File: src/rtl/bisb_pkg.sv
// Shared types and constants of the byte initialization bitmap.
package bisb_pkg;

	localparam int unsigned WindowBytesDefault = 65536;
	localparam int unsigned MaxAccessDefault   = 64;
	localparam int unsigned AddrW  = 48;
	localparam int unsigned CountW = 7;
	localparam int unsigned WordW  = 64;
	localparam int unsigned OffW   = 6;

	localparam logic [1:0] ACT_MARK  = 2'd0;
	localparam logic [1:0] ACT_MASK  = 2'd1;
	localparam logic [1:0] ACT_CHECK = 2'd2;
	localparam logic [1:0] ACT_CLEAR = 2'd3;

	localparam logic [0:0] REG_WINDOW_BASE = 1'b0;

	typedef struct packed {
		logic [1:0]        action;
		logic [AddrW-1:0]  start_addr;
		logic [CountW-1:0] byte_count;
		logic [WordW-1:0]  init_mask;
	} req_t;

	typedef struct packed {
		logic            status;
		logic            has_hole;
		logic [OffW-1:0] low_offset;
		logic [OffW-1:0] high_offset;
		logic            last;
	} rsp_t;

	// Classified request passed from front to back.
	typedef struct packed {
		logic [1:0]        action;
		logic              simple;    // empty or out of window: one result
		logic              err;
		logic [AddrW-1:0]  offset;    // byte offset into window
		logic [WordW-1:0]  range;     // bit i set: byte i in range
		logic [WordW-1:0]  mask;
	} cmd_t;

endpackage

File: src/rtl/bisb_front.sv
// Front end: saturate count, window check, build range masks, queue.
module bisb_front #(
	parameter int unsigned WINDOW_BYTES = bisb_pkg::WindowBytesDefault,
	parameter int unsigned MAX_ACCESS   = bisb_pkg::MaxAccessDefault
) (
	input  logic                      clk,
	input  logic                      arst_n,
	input  logic [bisb_pkg::AddrW-1:0] window_base,
	input  logic                      in_valid,
	output logic                      in_ready,
	input  bisb_pkg::req_t            in_req,
	output logic                      cmd_valid,
	input  logic                      cmd_ready,
	output bisb_pkg::cmd_t            cmd
);
	localparam int unsigned AW = bisb_pkg::AddrW;
	localparam int unsigned CW = bisb_pkg::CountW;

	// Two-entry queue.
	bisb_pkg::cmd_t    q_q [2];
	logic              wp_q, rp_q;
	logic [1:0]        cnt_q;
	bisb_pkg::cmd_t    c;
	logic [CW-1:0]     count;
	logic [AW:0]       diff, span;
	logic              push, pop;

	always_comb begin
		count = (in_req.byte_count > CW'(MAX_ACCESS)) ? CW'(MAX_ACCESS) : in_req.byte_count;
		diff = {1'b0, in_req.start_addr} - {1'b0, window_base};
		span = {1'b0, diff[AW-1:0]} + (AW+1)'(count);
		c.action = in_req.action;
		c.offset = diff[AW-1:0];
		c.err = (count != '0) && (diff[AW] || span > (AW+1)'(WINDOW_BYTES));
		c.simple = (count == '0) || c.err;
		c.range = (count >= CW'(64)) ? '1 : ((64'd1 << count[5:0]) - 64'd1);
		c.mask = in_req.init_mask & c.range;
	end

	assign in_ready  = (cnt_q != 2'd2);
	assign cmd_valid = (cnt_q != 2'd0);
	assign cmd       = q_q[rp_q];
	assign push      = in_valid && in_ready;
	assign pop       = cmd_valid && cmd_ready;

	always_ff @(posedge clk) begin
		if (push) begin
			q_q[wp_q] <= c;
		end
	end

	always_ff @(posedge clk or negedge arst_n) begin
		if (!arst_n) begin
			wp_q <= 1'b0;
			rp_q <= 1'b0;
			cnt_q <= 2'd0;
		end else begin
			if (push) wp_q <= ~wp_q;
			if (pop) rp_q <= ~rp_q;
			cnt_q <= cnt_q + {1'b0, push} - {1'b0, pop};
		end
	end

`ifndef SYNTH
	a_no_overflow: assert property (@(posedge clk) disable iff (!arst_n)
		cnt_q == 2'd2 |-> !push) else $error("queue overflow");
	a_no_underflow: assert property (@(posedge clk) disable iff (!arst_n)
		cnt_q == 2'd0 |-> !pop) else $error("queue underflow");
	a_cnt_range: assert property (@(posedge clk) disable iff (!arst_n)
		cnt_q != 2'd3) else $error("queue count out of range");
`endif
endmodule

File: config.mk
export PLATFORM = sky130hd
export DESIGN_NAME = bisb_front
export DESIGN_NICKNAME = d
export VERILOG_FILES = /design/src/rtl/bisb_pkg.sv /design/src/rtl/bisb_front.sv
export SDC_FILE = /design/constraint.sdc
export NUM_CORES = 1
export LEC_CHECK = 0
export BUFFER_PORTS_ARGS = -buffer_cell sky130_fd_sc_hd__buf_2
export CAP_MARGIN = 10
export CORE_UTILIZATION = 60
export DETAILED_ROUTE_END_ITERATION = 12
export PLACE_DENSITY = 0.85
export SLEW_MARGIN = 20
export SYNTH_ARGS = -nofsm -noshare
export SYNTH_HDL_FRONTEND = slang
export SYNTH_SLANG_ARGS = --single-unit
File: constraint.sdc
create_clock -name clk -period 21.3 [get_ports clk]
set_input_delay 5.325 -clock clk [delete_from_list [all_inputs] [get_ports clk]]
set_output_delay 5.325 -clock clk [all_outputs]
set_load 0.02 [all_outputs]
==> results.cfg <==
[clock_tree]
clk_latency_ps = 520
clkTransAtPathRegs_ps = 60
hold_buffers = 0
cts_setup_buffers = 0
htree_num_levels = 2
cts_buffers = 36
cts.path.max_buffers = 3
cts_resized = 0
cts_tree = yes
cts.sinks = 364
cts-root-buf = clkbuf_16

[logic_synthesis]
synth_top_family_by_area = simple AND/OR/NAND/NOR gates
synthMuxAreaShare_pct = 10.4
syn_nets = 1989
synthSimpleGateAreaFrac_pct = 15.3
yosysTopAreaCell = edfxtp_1
yosys_warnings = 0
synth_xor_xnor_area_share_pct = 1.81
ys_seq_area_share_pct = 54.0
yosys_most_used_dff = edfxtp_1
syn_area_per_cell_um2 = 11.5
synth_area_um2 = 20200
synth-seq-cells = 364
synth_edf_count = 360
synthAdderAreaFrac_pct = 3.79
synth_top_area_share_pct = 53.5
synth_area_leaders = edfxtp_1 (53%), mux2_2 (10%), ha_1 (3.6%)
synth_cell_types = 83
synth_compound_area_share_pct = 11.9
async_flop_share_pct = 1.10
syn_inst = 1756

[layout]
multi_input_area_um2 = 8720
final_cells = 2567
fill_cells = 2368
drive_gt1_share_pct = 30.1
regArea_um2 = 10900
stdcell_area_um2 = 23600
area_delta_synth_final_pct = 16.9
nets = 2327

[floorplan]
initial_core_util_pct = 61.5
die_y_um = 186
core_um2 = 32900
num_rows = 66
ios = 355
die_area_um2 = 34400
dieWidth_um = 186

[global_routing]
top_usage_layer = met2
grt_overflow = 0
grt_use_met1_pct = 38.1
grt_pass1_wl_um = 81800
grt_max_degree = 76
grtUsageMet2_pct = 54.7
grt_pass1_vias = 15200
antenna_found_initial = 3
track_usage_pct = 31.1
met3_usage_pct = 4.25

[timing]
fin_tns_setup_ps = 0
fmax_mhz = 97.5
holdWs_ps = 514
fin_crit_ps = 10260
hold_viol_final = 0
drv_slew = 0
period_share_pct = 48.2
rsz0062_at_grt = false
setup_violations = 0
slew_headroom_pct = 26.5
setup_slack_ps = 11040
tightest_slew_ps = 1090
skew_ps = 7.76

[critical_path]
cp-start-kind = input pin
critPathKind = in2reg
endpoint_kind = flip-flop
crit_required_ps = 21530
path_max_fanout = 57
crit_arrival_ps = 10490

[place]
dp_slack_ps = 10610
place_area_um2 = 22400
place_congestion = 0.962
hpwl_um = 40100
port_buffers = 354
placed_cells = 2497

[drt]
remaining_drc_errors = 0
viasPerCell = 6.17
dr.pass1.iters = 5
drtIter0Drc = 1218
vias = 15800
antenna_left = 0
drt-total-wl_um = 55100
wl_per_cell_um = 21.5

[power_and_ir_drop]
ir_drop_uv = 130
p_leak_nw = 9.01
power_density_nw_per_um2 = 115

[outcome]
status = completed

[min_path]
min_path_type = reg2reg

[run]
maxCapViolCount = 0
[layout make-up]
| class | count | area share (%) |
|---|---|---|
| repair buffers | 370 | 8.09 |
| clock inverters | 23 | 1.08 |
| well taps | 442 | 2.34 |
| diodes | 3 | 0.0318 |
| inverters | 85 | 1.35 |
| flip-flops and latches | 364 | 46.2 |
| multi-input cells | 1237 | 36.9 |
| clock buffers | 43 | 4.01 |
[routing by layer]
layer	share of wire (%)	vias to the layer above
met2	50	763
met1	39	7555
met5	0.056	-
met4	4.2	4
li1	-	7356
met3	6.5	155
[cell usage after synthesis (all sizes together) (28+ instances only)]
| cell type | instances |
|---|---|
| edfxtp | 360 |
| mux2 | 181 |
| nand2 | 134 |
| a21oi | 107 |
| nor2 | 98 |
| inv | 85 |
| o21ai | 85 |
| and2 | 81 |
| clkbuf | 61 |
| ha | 58 |
| nand3 | 42 |
| nor3 | 38 |
| nand4 | 32 |
| xnor2 | 28 |
[critical path, cell delays in order]
cell       delay [ps]
buf_2              80
buf_4             460
inv_1             490
nand2_1           310
inv_1             120
ha_1              300
a21o_1            110
a21o_1            140
a211oi_1          110
nor3b_1           210
o311ai_0          190
or2_2             380
or4_4             530
or4_1             480
or4_1             520
o211ai_2           80
o2111ai_1         160
nor4_2            370
a21oi_1           110
[final timing paths]
check,startpoint,cells past startpoint,slack (ps),endpoint
max in group asynchronous,arst_n,1,16540,rp_q
setup reg to reg,cnt_q[1],4,18730,q_q[0][66]
hold / removal,cnt_q[0],1,510,cnt_q[0]
hold reg to reg,cnt_q[0],1,510,cnt_q[0]
min in group asynchronous,arst_n,1,4610,rp_q
setup / recovery,in_req[70],19,11040,q_q[0][176]
[kinds of logic after synthesis]
kind of cell / after synthesis
AOI/OAI and AO/OA: 365
xor gates and xnor gates: 40
adders and majority gates: 60
buffers and inverters: 155
DFF: 364
muxes: 187
and+or+nand+nor: 585
[state kept, by name (all words and copies together) (netlist names)]
name and count:
q_q 360, cnt_q 2, rp_q 1, wp_q 1
[stage by stage]
| stage | power (mW) | utilization (%) |
|---|---|---|
| 4_1_cts | 2.72 | 71.8 |
| 3_3_place_gp | 2.05 | 68.1 |
| 5_1_grt | 2.83 | 71.9 |
| 6_report | 2.73 | 71.9 |
| 3_5_place_dp | 2.07 | 68.1 |
| 2_1_floorplan | 1.79 | - |
[layout by cell type, fill, tap and decap left out, types with 58 or more instances in the layout]
cell,instances
edfxtp_1,360
buf_2,354
inv_1,85
ha_1,58
a21oi_1,104
nand2_1,133
nor2_1,97
mux2_2,181
o21ai_0,75
and2_1,81
[power breakdown]
group	total (mW)	internal (mW)	switching, mW
clock network	0.650	0.382	0.268
registers	1.05	0.995	0.0563
logic	1.02	0.371	0.653
total	2.73	1.75	0.978
No activity file was read; power rests on OpenSTA's default activity.
